<file path="src/hdl/rom_bank_slot_cache_assert.svh">
// Assertion macros for the bank slot cache.
// IMP: implication in the same cycle. NXT: implication in the next cycle.
`ifndef ROM_BANK_SLOT_CACHE_ASSERT_SVH
`define ROM_BANK_SLOT_CACHE_ASSERT_SVH
`ifndef SYNTHESIS
`define RBSC_ASSERT_IMP(label, clk, rst, ante, cons, msg) \
  label: assert property (@(posedge clk) disable iff (rst) (ante) |-> (cons)) \
    else $error(msg);
`define RBSC_ASSERT_NXT(label, clk, rst, ante, cons, msg) \
  label: assert property (@(posedge clk) disable iff (rst) (ante) |=> (cons)) \
    else $error(msg);
`else
`define RBSC_ASSERT_IMP(label, clk, rst, ante, cons, msg)
`define RBSC_ASSERT_NXT(label, clk, rst, ante, cons, msg)
`endif
`endif

</file>
<file path="src/hdl/rbsc_pkg.sv">
`timescale 1ns / 1ps
package rbsc_pkg;

  // Defaults for the top level parameters
  localparam int SLOT_COUNT_DEF = 4;
  localparam int BANK_BITS_DEF  = 9;

  // Fixed payload widths
  localparam int BANK_IN_W  = 9;
  localparam int SLOT_OUT_W = 2;
  localparam int COUNT_W    = 32;
  localparam logic [COUNT_W-1:0] COUNT_MAX = '1;

  // Command codes
  localparam logic CMD_LOOKUP = 1'b0;
  localparam logic CMD_FLUSH  = 1'b1;

  // Control from the pipeline to the slot array
  typedef struct packed {
    logic go;           // item in the input stage moves on this cycle
    logic flush;        // flush command held in the input stage
    logic lookup;       // lookup of a nonzero bank held in the input stage
    logic rom_present;  // fills and flushes allowed
  } rbsc_ctl_t;

endpackage

</file>
<file path="src/hdl/rbsc_if.sv">
`timescale 1ns / 1ps
// Request channel: one command word per handshake
interface rbsc_req_if import rbsc_pkg::*; ();
  logic                 valid;
  logic                 ready;
  logic                 cmd;
  logic [BANK_IN_W-1:0] bank;

  modport source (output valid, cmd, bank, input ready);
  modport sink   (input valid, cmd, bank, output ready);
endinterface

// Response channel: one result word per handshake
interface rbsc_rsp_if import rbsc_pkg::*; ();
  logic                  valid;
  logic                  ready;
  logic                  fixed_bank;
  logic                  hit;
  logic [SLOT_OUT_W-1:0] slot;
  logic                  fill_needed;
  logic [COUNT_W-1:0]    hit_total;
  logic [COUNT_W-1:0]    miss_total;

  modport source (output valid, fixed_bank, hit, slot, fill_needed, hit_total, miss_total,
                  input ready);
  modport sink   (input valid, fixed_bank, hit, slot, fill_needed, hit_total, miss_total,
                  output ready);
endinterface

</file>
<file path="src/hdl/rbsc_victim.sv">
`timescale 1ns / 1ps
// Replacement pick: first empty slot, else lowest use count, lowest index on ties.
// Compare tree over key {occupied, count}; empty slots always carry count zero.
module rbsc_victim import rbsc_pkg::*; #(
  parameter int SLOT_COUNT = SLOT_COUNT_DEF,
  parameter int SLOT_W     = 2
) (
  input  logic [SLOT_COUNT-1:0] empty,
  input  logic [COUNT_W-1:0]    count [SLOT_COUNT],
  output logic [SLOT_W-1:0]     victim
);

  localparam int LEAVES = 1 << SLOT_W;
  localparam int KEY_W  = COUNT_W + 1;

  logic [KEY_W-1:0]  key [1:2*LEAVES-1];
  logic [SLOT_W-1:0] idx [1:2*LEAVES-1];
  logic              vld [1:2*LEAVES-1];

  // Leaves; padding leaves never win
  for (genvar i = 0; i < LEAVES; i++) begin : g_leaf
    if (i < SLOT_COUNT) begin : g_used
      assign key[LEAVES+i] = {~empty[i], count[i]};
      assign vld[LEAVES+i] = 1'b1;
    end else begin : g_pad
      assign key[LEAVES+i] = '0;
      assign vld[LEAVES+i] = 1'b0;
    end
    assign idx[LEAVES+i] = SLOT_W'(i);
  end

  // Inner nodes: right side wins only on a strictly lower key
  for (genvar n = 1; n < LEAVES; n++) begin : g_node
    logic pick_r;
    assign pick_r = vld[2*n+1] && (!vld[2*n] || (key[2*n+1] < key[2*n]));
    assign key[n] = pick_r ? key[2*n+1] : key[2*n];
    assign idx[n] = pick_r ? idx[2*n+1] : idx[2*n];
    assign vld[n] = vld[2*n] | vld[2*n+1];
  end

  assign victim = idx[1];

endmodule

</file>
<file path="src/hdl/rbsc_slots.sv">
`timescale 1ns / 1ps
// Slot array: tags, use counts, parallel tag match and the update on each item.
module rbsc_slots import rbsc_pkg::*; #(
  parameter int SLOT_COUNT = SLOT_COUNT_DEF,
  parameter int BANK_BITS  = BANK_BITS_DEF,
  parameter int SLOT_W     = 2
) (
  input  logic                 clk,
  input  logic                 rst,
  input  rbsc_ctl_t            ctl,
  input  logic [BANK_BITS-1:0] bank,
  output logic                 hit,
  output logic [SLOT_W-1:0]    hit_idx,
  output logic [SLOT_W-1:0]    victim
);

  logic [BANK_BITS-1:0]  tag   [SLOT_COUNT];
  logic [COUNT_W-1:0]    count [SLOT_COUNT];
  logic [SLOT_COUNT-1:0] empty;
  logic [COUNT_W-1:0]    hit_count_next;

  // Parallel tag compare, lowest matching index wins
  always_comb begin
    hit     = 1'b0;
    hit_idx = '0;
    for (int i = SLOT_COUNT - 1; i >= 0; i--) begin
      if (tag[i] == bank) begin
        hit     = 1'b1;
        hit_idx = SLOT_W'(i);
      end
    end
  end

  always_comb begin
    for (int i = 0; i < SLOT_COUNT; i++) begin
      empty[i] = (tag[i] == '0);
    end
  end

  rbsc_victim #(
    .SLOT_COUNT (SLOT_COUNT),
    .SLOT_W     (SLOT_W)
  ) u_victim (
    .empty  (empty),
    .count  (count),
    .victim (victim)
  );

  // Saturating use count of the hit slot
  assign hit_count_next = (count[hit_idx] != COUNT_MAX) ? count[hit_idx] + COUNT_W'(1)
                                                        : count[hit_idx];

  // Flush, hit bump or fill of the victim
  always_ff @(posedge clk) begin
    if (rst) begin
      for (int i = 0; i < SLOT_COUNT; i++) begin
        tag[i]   <= '0;
        count[i] <= '0;
      end
    end else if (ctl.go) begin
      if (ctl.flush && ctl.rom_present) begin
        for (int i = 0; i < SLOT_COUNT; i++) begin
          tag[i]   <= '0;
          count[i] <= '0;
        end
      end else if (ctl.lookup && hit) begin
        count[hit_idx] <= hit_count_next;
      end else if (ctl.lookup && ctl.rom_present) begin
        tag[victim]   <= bank;
        count[victim] <= COUNT_W'(1);
      end
    end
  end

endmodule

</file>
<file path="src/hdl/rom_bank_slot_cache.sv">
`timescale 1ns / 1ps
// ROM bank slot cache: fully associative map of ROM banks onto buffer slots,
// least-frequently-used replacement.
// Channels: req (sink) takes a command word {cmd, bank}; cmd 0 looks up a bank,
// cmd 1 flushes every slot while rom_present is 1. rsp (source) returns one result word per request:
// fixed_bank, hit, slot, fill_needed and the running hit and miss totals.
// cfg_wr_en/cfg_wr_data write rom_present; write it only while the block is idle.
// Path: a request is held in the input register, then tag match, victim pick and
// slot update run combinationally from it into the result register, which
// presents the result word.
// Throughput is one word per cycle while rsp is not held off; the limit is the
// combinational path through the tag compare and the use-count compare tree.
// Stall: while rsp is held off the result register keeps its word and the input
// register fills; req.ready drops once both are occupied.
// Reset (rst, synchronous): slots empty, counts and totals zero, rom_present 0,
// both channels empty. Ready is high in the first cycle after reset.
`include "rom_bank_slot_cache_assert.svh"
module rom_bank_slot_cache import rbsc_pkg::*; #(
  parameter int SLOT_COUNT = SLOT_COUNT_DEF,
  parameter int BANK_BITS  = BANK_BITS_DEF
) (
  input  logic       clk,
  input  logic       rst,
  rbsc_req_if.sink   req,
  rbsc_rsp_if.source rsp,
  input  logic       cfg_wr_en,
  input  logic       cfg_wr_data
);

  localparam int SLOT_W = (SLOT_COUNT > 1) ? $clog2(SLOT_COUNT) : 1;

  logic                 rom_present;
  logic                 s1_valid;
  logic                 s1_cmd;
  logic [BANK_BITS-1:0] s1_bank;
  logic                 rsp_valid;
  logic [COUNT_W-1:0]   hits;
  logic [COUNT_W-1:0]   misses;
  logic [COUNT_W-1:0]   hits_next;
  logic [COUNT_W-1:0]   misses_next;
  logic                 adv;
  logic                 s1_go;
  logic                 is_fixed;
  logic                 is_hit;
  logic                 is_miss;
  logic [SLOT_W-1:0]    slot_sel;
  rbsc_ctl_t            ctl;
  logic                 slot_hit;
  logic [SLOT_W-1:0]    hit_idx;
  logic [SLOT_W-1:0]    victim;

  // Handshake: result register frees, then input register frees
  assign adv       = !rsp_valid || rsp.ready;
  assign s1_go     = s1_valid && adv;
  assign req.ready = !s1_valid || adv;
  assign rsp.valid = rsp_valid;

  // Configuration register
  always_ff @(posedge clk) begin
    if (rst) begin
      rom_present <= 1'b0;
    end else if (cfg_wr_en) begin
      rom_present <= cfg_wr_data;
    end
  end

  // Input register
  always_ff @(posedge clk) begin
    if (rst) begin
      s1_valid <= 1'b0;
    end else if (req.ready) begin
      s1_valid <= req.valid;
    end
  end

  always_ff @(posedge clk) begin
    if (req.ready && req.valid) begin
      s1_cmd  <= req.cmd;
      s1_bank <= BANK_BITS'(req.bank);
    end
  end

  // Decode of the held word
  assign ctl.go          = s1_go;
  assign ctl.flush       = s1_valid && (s1_cmd == CMD_FLUSH);
  assign ctl.lookup      = s1_valid && (s1_cmd == CMD_LOOKUP) && (s1_bank != '0);
  assign ctl.rom_present = rom_present;

  assign is_fixed = (s1_cmd == CMD_LOOKUP) && (s1_bank == '0);
  assign is_hit   = ctl.lookup && slot_hit;
  assign is_miss  = ctl.lookup && !slot_hit;
  assign slot_sel = is_hit ? hit_idx : (is_miss ? victim : '0);

  rbsc_slots #(
    .SLOT_COUNT (SLOT_COUNT),
    .BANK_BITS  (BANK_BITS),
    .SLOT_W     (SLOT_W)
  ) u_slots (
    .clk     (clk),
    .rst     (rst),
    .ctl     (ctl),
    .bank    (s1_bank),
    .hit     (slot_hit),
    .hit_idx (hit_idx),
    .victim  (victim)
  );

  // Hit and miss totals
  assign hits_next   = hits + COUNT_W'(is_hit);
  assign misses_next = misses + COUNT_W'(is_miss);

  always_ff @(posedge clk) begin
    if (rst) begin
      hits      <= '0;
      misses    <= '0;
      rsp_valid <= 1'b0;
    end else if (adv) begin
      rsp_valid <= s1_valid;
      if (s1_valid) begin
        hits   <= hits_next;
        misses <= misses_next;
      end
    end
  end

  // Result register
  always_ff @(posedge clk) begin
    if (s1_go) begin
      rsp.fixed_bank  <= is_fixed;
      rsp.hit         <= is_hit;
      rsp.slot        <= SLOT_OUT_W'(slot_sel);
      rsp.fill_needed <= is_miss && rom_present;
      rsp.hit_total   <= hits_next;
      rsp.miss_total  <= misses_next;
    end
  end

  // Checks
  `RBSC_ASSERT_IMP(a_fill_on_miss, clk, rst, rsp.valid && rsp.fill_needed, !rsp.hit && !rsp.fixed_bank, "fill requested on a hit or fixed bank")
  `RBSC_ASSERT_NXT(a_hit_total, clk, rst, s1_go && is_hit, hits == $past(hits) + COUNT_W'(1), "hit total did not advance on a hit")
  `RBSC_ASSERT_NXT(a_miss_total, clk, rst, s1_go && !is_miss, misses == $past(misses), "miss total moved without a miss")

endmodule
</file>
<file path="src/flat_wrapper.sv">
// flat-port wrapper written by rule: the top's interface ports become plain ports
module rom_bank_slot_cache_flat import rbsc_pkg::*;
#(
  parameter int SLOT_COUNT = SLOT_COUNT_DEF,
  parameter int BANK_BITS  = BANK_BITS_DEF
)
  (clk, rst, cfg_wr_en, cfg_wr_data, req_valid, req_cmd, req_bank, req_ready, rsp_valid, rsp_fixed_bank, rsp_hit, rsp_slot, rsp_fill_needed, rsp_hit_total, rsp_miss_total, rsp_ready);
  rbsc_req_if req_i ();
  rbsc_rsp_if rsp_i ();
  input  logic clk;
  input  logic rst;
  input  logic cfg_wr_en;
  input  logic cfg_wr_data;
  input wire logic [$bits(req_i.valid)-1:0] req_valid;
  input wire logic [$bits(req_i.cmd)-1:0] req_cmd;
  input wire logic [$bits(req_i.bank)-1:0] req_bank;
  output wire logic [$bits(req_i.ready)-1:0] req_ready;
  output wire logic [$bits(rsp_i.valid)-1:0] rsp_valid;
  output wire logic [$bits(rsp_i.fixed_bank)-1:0] rsp_fixed_bank;
  output wire logic [$bits(rsp_i.hit)-1:0] rsp_hit;
  output wire logic [$bits(rsp_i.slot)-1:0] rsp_slot;
  output wire logic [$bits(rsp_i.fill_needed)-1:0] rsp_fill_needed;
  output wire logic [$bits(rsp_i.hit_total)-1:0] rsp_hit_total;
  output wire logic [$bits(rsp_i.miss_total)-1:0] rsp_miss_total;
  input wire logic [$bits(rsp_i.ready)-1:0] rsp_ready;
  assign req_i.valid = req_valid;
  assign req_i.cmd = req_cmd;
  assign req_i.bank = req_bank;
  assign req_ready = req_i.ready;
  assign rsp_valid = rsp_i.valid;
  assign rsp_fixed_bank = rsp_i.fixed_bank;
  assign rsp_hit = rsp_i.hit;
  assign rsp_slot = rsp_i.slot;
  assign rsp_fill_needed = rsp_i.fill_needed;
  assign rsp_hit_total = rsp_i.hit_total;
  assign rsp_miss_total = rsp_i.miss_total;
  assign rsp_i.ready = rsp_ready;
  rom_bank_slot_cache #(.SLOT_COUNT(SLOT_COUNT), .BANK_BITS(BANK_BITS)) u_core (.clk(clk), .rst(rst), .req(req_i), .rsp(rsp_i), .cfg_wr_en(cfg_wr_en), .cfg_wr_data(cfg_wr_data));
endmodule
</file>
<file path="config.mk">
export PLATFORM = sky130hd
export DESIGN_NAME = rom_bank_slot_cache_flat
export DESIGN_NICKNAME = d
export VERILOG_FILES = /design/src/hdl/rbsc_pkg.sv /design/src/hdl/rbsc_if.sv /design/src/hdl/rbsc_victim.sv /design/src/hdl/rbsc_slots.sv /design/src/hdl/rom_bank_slot_cache.sv /design/src/flat_wrapper.sv
export VERILOG_INCLUDE_DIRS = /design/src /design/src/hdl
export SDC_FILE = /design/constraint.sdc
export NUM_CORES = 1
export LEC_CHECK = 0
export BUFFER_PORTS_ARGS = -buffer_cell sky130_fd_sc_hd__buf_2
export CORE_MARGIN = 2
export CORE_UTILIZATION = 50
export CTS_CLUSTER_DIAMETER = 150
export DETAILED_ROUTE_END_ITERATION = 12
export PLACE_DENSITY = 0.74
export SYNTH_ARGS = -nofsm -noshare
export SYNTH_HDL_FRONTEND = slang
export SYNTH_SLANG_ARGS = --single-unit
export TNS_END_PERCENT = 10
</file>
<file path="constraint.sdc">
create_clock -name clk -period 7.6 [get_ports clk]
set_clock_uncertainty 0.1 [all_clocks]
set_input_delay 2.28 -clock clk [delete_from_list [all_inputs] [get_ports clk]]
set_output_delay 2.28 -clock clk [all_outputs]
set_load 0.01 [all_outputs]
</file>
==> impl_metrics.toml, run 1 <==
[floorplan]
dieArea_um2 = 36700
core_area_um2 = 34600
rows = 68
start_util = 0.508
io_pins = 87
fp.dieH_um = 192
die_w_um = 192

[yosys]
synthFlopType = "dfxtp_1"
ys_seq_elements = 310
avgSynthCellArea_um2 = 9.34
syn_inst = 1885
synth_edf_count = 115
syn-cell-area_um2 = 17600
synth_cell_types = 85
yosysWarnings = 0
synth_nets = 2002
async_reset_ff_frac = 0
yosysSeqAreaShare = 0.418

[global_route]
antenna_found_initial = 0
grt_pass1_wl_um = 76200
grt_overflow_total = 0
grt_use_total = 0.264
grt_max_degree = 86
grt_pass1_vias = 14264

[pwr]
power.density_nw_per_um2 = 186
ir_worst_vdd_v = 0.000172
power_leakage_nw = 7.47

[hold_path]
whs_path_depth = 2
min_path_type = "reg -> reg"

[drt]
ant_nets = 0
wire_per_inst_um = 20.2
drt-pass1-iter-count = 6
vias_per_cell = 6.12
wl_um = 48600
drtIter0Drc = 1429
via_count = 14746
drc_errors = 0

[clocking]
tritoncts = "yes"
clkTransAtPathRegs_ps = 60
h-tree-depth = 2
cts_max_path_buffers = 3
postCtsSetupBuffers = 0
cts_made_buffers = 35
clock-root-buffer = "clkbuf_16"
cts-resized-gates = 0
clock_latency_ps = 540
hold_buffers = 0
cts.sinks = 310

[critical_path]
cp.arrival_ps = 7510
reg2regPathDepth = 20
end_kind = "register"
cp-start-kind = "register"
critPathKind = "reg -> reg"
cp_max_fo = 18
cp_data_required_time_ps = 7930

[layout]
final_common_cell = "dfxtp_1"
drive_gt1_frac = 0.111
most-common-layout-cells = "195 x dfxtp_1, 172 x nand2_1, 147 x nor2_1"
diodes = 0
nets = 2045
area_delta_synth_final_pct = 10.9
final_cell_count_no_fill = 2409

[timing]
final.period_utilization = 0.945
timing.final.crit_period_ps = 7180
worst_pin_slew_ps = 1300
fin_tns_setup_ps = 0
hold_viol = 0
finalSetupViolCount = 0
fmax_mhz = 139
drv_slew = 0
grt_setup_unrepaired = "false"
slew_headroom = 0.129

[status]
status = "finished, final reports clean"

[placement]
port_buffers = 86
place.gp.congestion = 0.968
placed_cells = 2346
hpwl_um = 32800

[flow_run]
drv_cap = 0
## flip-flops by register name (all words and copies together) (netlist names)
signal                  flops
u_core.s1_bank              9
u_core.u_slots.tag         36
u_core.rsp.miss_total      32
u_core.rom_present          1
u_core.rsp.hit              1
u_core.misses              32
u_core.s1_cmd               1
u_core.hits                32
u_core.rsp.hit_total       32
u_core.rsp.slot             2
u_core.rsp.fixed_bank       1
u_core.rsp.fill_needed      1
u_core.u_slots.count      128
u_core.s1_valid             1
u_core.rsp.valid            1
## cell usage after synthesis (8+ instances only)
cell / instances / area (um^2)
a22o_1: 31 / 272
and3_1: 32 / 200
dfxtp_1: 195 / 3900
o21ai_0: 116 / 581
nor4_1: 29 / 181
edfxtp_1: 115 / 3450
mux2i_1: 32 / 320
and2_1: 38 / 238
a211oi_1: 13 / 97.6
clkbuf_1: 68 / 255
ha_1: 101 / 1260
nand2_1: 173 / 649
xor2_1: 81 / 709
buf_2: 16 / 80.1
nor3_1: 40 / 200
or3_1: 24 / 150
nor2_1: 147 / 552
nand4_1: 38 / 238
buf_1: 8 / 30.0
a21oi_1: 82 / 410
a311oi_1: 16 / 140
inv_1: 100 / 375
xnor2_2: 8 / 130
a221oi_1: 8 / 70.1
nor2b_1: 11 / 68.8
buf_4: 8 / 60.1
xnor2_1: 77 / 674
and4_1: 8 / 70.1
o2bb2ai_1: 60 / 526
a21o_1: 35 / 263
o22ai_1: 15 / 93.8
nand3_1: 42 / 210
## final timing paths
check	from	to	slack (ps)
min reg2reg	u_core.misses[0]	u_core.misses[0]	370
max reg2reg	u_core.u_slots.tag[0][5]	u_core.u_slots.count[88]	420
max	u_core.u_slots.tag[0][5]	u_core.u_slots.count[88]	420
min	u_core.misses[0]	u_core.misses[0]	370
## cell type report
type                    count  area [um^2]
clock inverters            14          155
inverters                 102          385
clock buffers              49          988
repair buffers            112          628
fillers                  2997        15100
well taps                 455          569
multi-input cells        1367         9430
flip-flops and latches    310         7360
## metal layers
metal	routed length [um]	global-route usage	vias to the layer above
met2	22000	0.425	707
li1	-	-	6906
met1	20300	0.347	6977
met4	2150	0.126	0
met5	0	0	-
met3	4110	0.0422	156
## stage by stage
stage / setup slack (ps) / power, mW / util / cell area (um^2) / hold slack, ps
floorplan: 1880 / 1.91 / - / 17600 / 332
CTS: 596 / 3.65 / 0.564 / 19500 / 372
global placement: 923 / 1.97 / 0.531 / 18400 / 347
global route: 150 / 3.72 / 0.564 / 19500 / 389
detailed placement: 617 / 1.97 / 0.531 / 18400 / 353
finish: 420 / 3.63 / 0.564 / 19500 / 370
## cell families (layout without fill, tap and decap cells)
kind of cell | after synthesis | count (layout) | share of synthesized area
flops | 310 | 310 | 0.418
buf+inv | 208 | 277 | 0.0498
compound gates | 450 | 450 | 0.178
fa+ha+maj | 101 | 101 | 0.0718
mux | 33 | 33 | 0.0188
simple gates | 616 | 616 | 0.176
xor+xnor | 167 | 167 | 0.0869
## worst max-delay path, stage by stage (launching register included)
cell and delay (ps):
edfxtp_1 410, nor4_1 290, nand2_1 90, nor4_1 430
ha_1 360, and4_1 160, a221oi_1 810, nand2_2 590
buf_4 420, mux2i_1 220, ha_1 270, a21o_1 160
a211oi_1 300, o21ai_0 150, o211a_1 130, o21ai_0 260
and4b_1 290, nand2b_1 250, a211oi_4 790, buf_4 410
o2bb2ai_1 160
## power by group
part | total, mW | switching, mW | leakage (nW) | internal, mW
logic | 0.166 | 0.115 | 4.26 | 0.0507
clock network | 1.69 | 0.703 | 0.557 | 0.988
registers | 1.77 | 0.0232 | 2.65 | 1.75
(Power assumes the default switching activity.)
==> run 2, diff against run 1 <==
==> constraint.sdc (replaced) <==
create_clock -name clk -period 7.6 [get_ports clk]
set_clock_uncertainty 0.1 [all_clocks]
set_input_delay 0.76 -clock clk [delete_from_list [all_inputs] [get_ports clk]]
set_output_delay 0.76 -clock clk [all_outputs]
set_load 0.01 [all_outputs]
==> run 2 against run 1 <==
Effect of this change: first-iteration DRC count up 5.1%; clock power about the same; via count increased by 0.22%; critical path depth is the same; non-clock buffer count unchanged; core utilization increased by 0.051 points; routed wire length is 0.85% higher; hold slack got worse by 52 ps; count of clock-buffer cells in the layout shrank 3; largest cell class unchanged.
==> impl_metrics.toml, run 2 (synthesis gave the netlist of run 1 again) <==
[status]
status = "finished, final reports clean"

[floorplan]
fp.dieH_um = 192
io_pins = 87
die_w_um = 192
core_area_um2 = 34600
rows = 68
start_util = 0.508
dieArea_um2 = 36700

[clocking]
cts.sinks = 310
cts_made_buffers = 35
tritoncts = "yes"
clock-root-buffer = "clkbuf_16"
cts_max_path_buffers = 3
cts-resized-gates = 0
clkTransAtPathRegs_ps = 60
clock_latency_ps = 520
postCtsSetupBuffers = 0
h-tree-depth = 2
hold_buffers = 0

[critical_path]
r2r-end = "u_core.u_slots.count[86]"
cp.arrival_ps = 7510
cpMaxStageDelayCell = "a221oi_1"
cp_data_required_time_ps = 7950
critPathTopFamily = "compound AO/OA/AOI/OAI gates"
reg2regPathDepth = 20
r2r-start = "u_core.u_slots.tag[0][5]"
slowest_delay_ps = 840
timing.critical_path.buf_inv = 2
cp_max_fo = 20
critPathKind = "reg -> reg"
end_kind = "register"
cp_cell_sequence = "nor4_1, nand2_1, nor4_1, ha_1, and4_1, a221oi_1, nand2_2, buf_4, mux2i_1, ha_1, a21o_1, a211oi_1, o21ai_0, o211a_1, o21ai_0, and4b_1, nand2b_1, a211oi_4, buf_4, a22o_1"
r2r_slack_ps = 450
cp-start-kind = "register"

[layout]
diodes = 0
most-common-layout-cells = "195 x dfxtp_1, 172 x nand2_1, 147 x nor2_1"
top_regs = "u_core.u_slots.count x128, u_core.u_slots.tag x36"
area_delta_synth_final_pct = 11.0
largest_reg_flops = 128
nets = 2045
drive_gt1_frac = 0.110
final_cell_area_um2 = 19500
final_common_cell = "dfxtp_1"
fin_util = 0.564
largest-register = "u_core.u_slots.count"

[hold_path]
hp-start = "req_cmd"
whs_path_depth = 1
min_path_type = "in -> reg"
holdPathEnd = "u_core.s1_cmd"

[timing]
fmax_mhz = 140
final.period_utilization = 0.941
hold_viol = 0
worst_pin_slew_ps = 1210
drv_slew = 0
grt_setup_unrepaired = "false"
finalSetupViolCount = 0
fin_tns_setup_ps = 0
timing.final.crit_period_ps = 7150
slew_headroom = 0.189

[pwr]
power_mw = 3.66
ir_worst_vdd_v = 0.000153
power.density_nw_per_um2 = 187
power_leakage_nw = 7.48

[drt]
wire_per_inst_um = 20.3
drtIter0Drc = 1502
drt-pass1-iter-count = 5
drc_errors = 0
via_count = 14778
wl_um = 49000
vias_per_cell = 6.13
ant_nets = 0

[global_route]
antenna_found_initial = 0
grt_overflow_total = 0
grt_pass1_wl_um = 76900
grt_pass1_vias = 14225
grt_use_total = 0.266
grt_max_degree = 61

[placement]
dpl_cell_area_um2 = 18400
place.gp.congestion = 0.986
hpwl_um = 33100
port_buffers = 86

[flow_run]
drv_cap = 0
==> run 2: changes by cell type in the layout (fill, tap and decap cells not counted) <==
cell,previous run,this run
clkbuf_8,6,2
inv_4,1,2
nor3b_1,6,5
nor3b_2,1,2
clkinv_2,4,3
inv_16,2,0
inv_6,1,2
bufinv_16,2,4
clkbuf_16,35,36
clkinv_8,0,1
clkinv_1,4,7
clkinvlp_4,2,0
==> run 2: how the worst max path moves through the flow <==
stage	start	endpoint	slack, ps	depth (start not counted)
after floorplan	u_core.u_slots.tag[0][5]	u_core.u_slots.tag[0][0]	1890	20
after global placement	u_core.u_slots.tag[0][5]	u_core.u_slots.count[91]	820	20
after detailed placement	u_core.u_slots.tag[0][5]	u_core.u_slots.count[81]	550	20
after CTS	u_core.u_slots.tag[0][5]	u_core.u_slots.count[81]	520	20
after global routing	u_core.u_slots.tag[0][5]	u_core.u_slots.count[91]	50	20
final	u_core.u_slots.tag[0][5]	u_core.u_slots.count[86]	450	20
==> run 2: layout make-up <==
class	count	area [um^2]
repair buffers	112	628
inverters	102	385
multi-input cells	1367	9440
well taps	455	569
clock inverters	17	198
fillers	2962	15100
clock buffers	46	958
flip-flops and latches	310	7360
==> run 2: power breakdown <==
part | leakage [nW] | switching (mW) | total (mW) | internal, mW
Clock | 0.566 | 0.687 | 1.72 | 1.03
Sequential | 2.65 | 0.0234 | 1.77 | 1.75
Combinational | 4.26 | 0.116 | 0.166 | 0.0505
==> run 2: worst reg2reg max path, delay by kind of cell (launching register included) <==
| kind | cells | cell delay, ps |
|---|---|---|
| buffers and inverters | 2 | 860 |
| muxes | 1 | 230 |
| AOI/OAI and AO/OA | 8 | 2800 |
| adders and majority gates | 2 | 610 |
| DFF | 1 | 410 |
| and+or+nand+nor | 7 | 2090 |
==> run 2: metrics by stage <==
step	instances	hold slack, ps	setup WS [ps]
floorplan	1885	332	1890
global placement	2346	346	818
detailed placement	2346	355	548
CTS	2409	304	515
global route	2409	304	52.0
finish	2409	318	448
==> run 2: routing by layer <==
metal  vias up  GRT usage  share of wire
li1       6930          -              -
met1      6990      0.350           0.42
met2       690      0.419           0.45
met3       168     0.0512          0.086
met4         0      0.129          0.048
met5         -          0              0
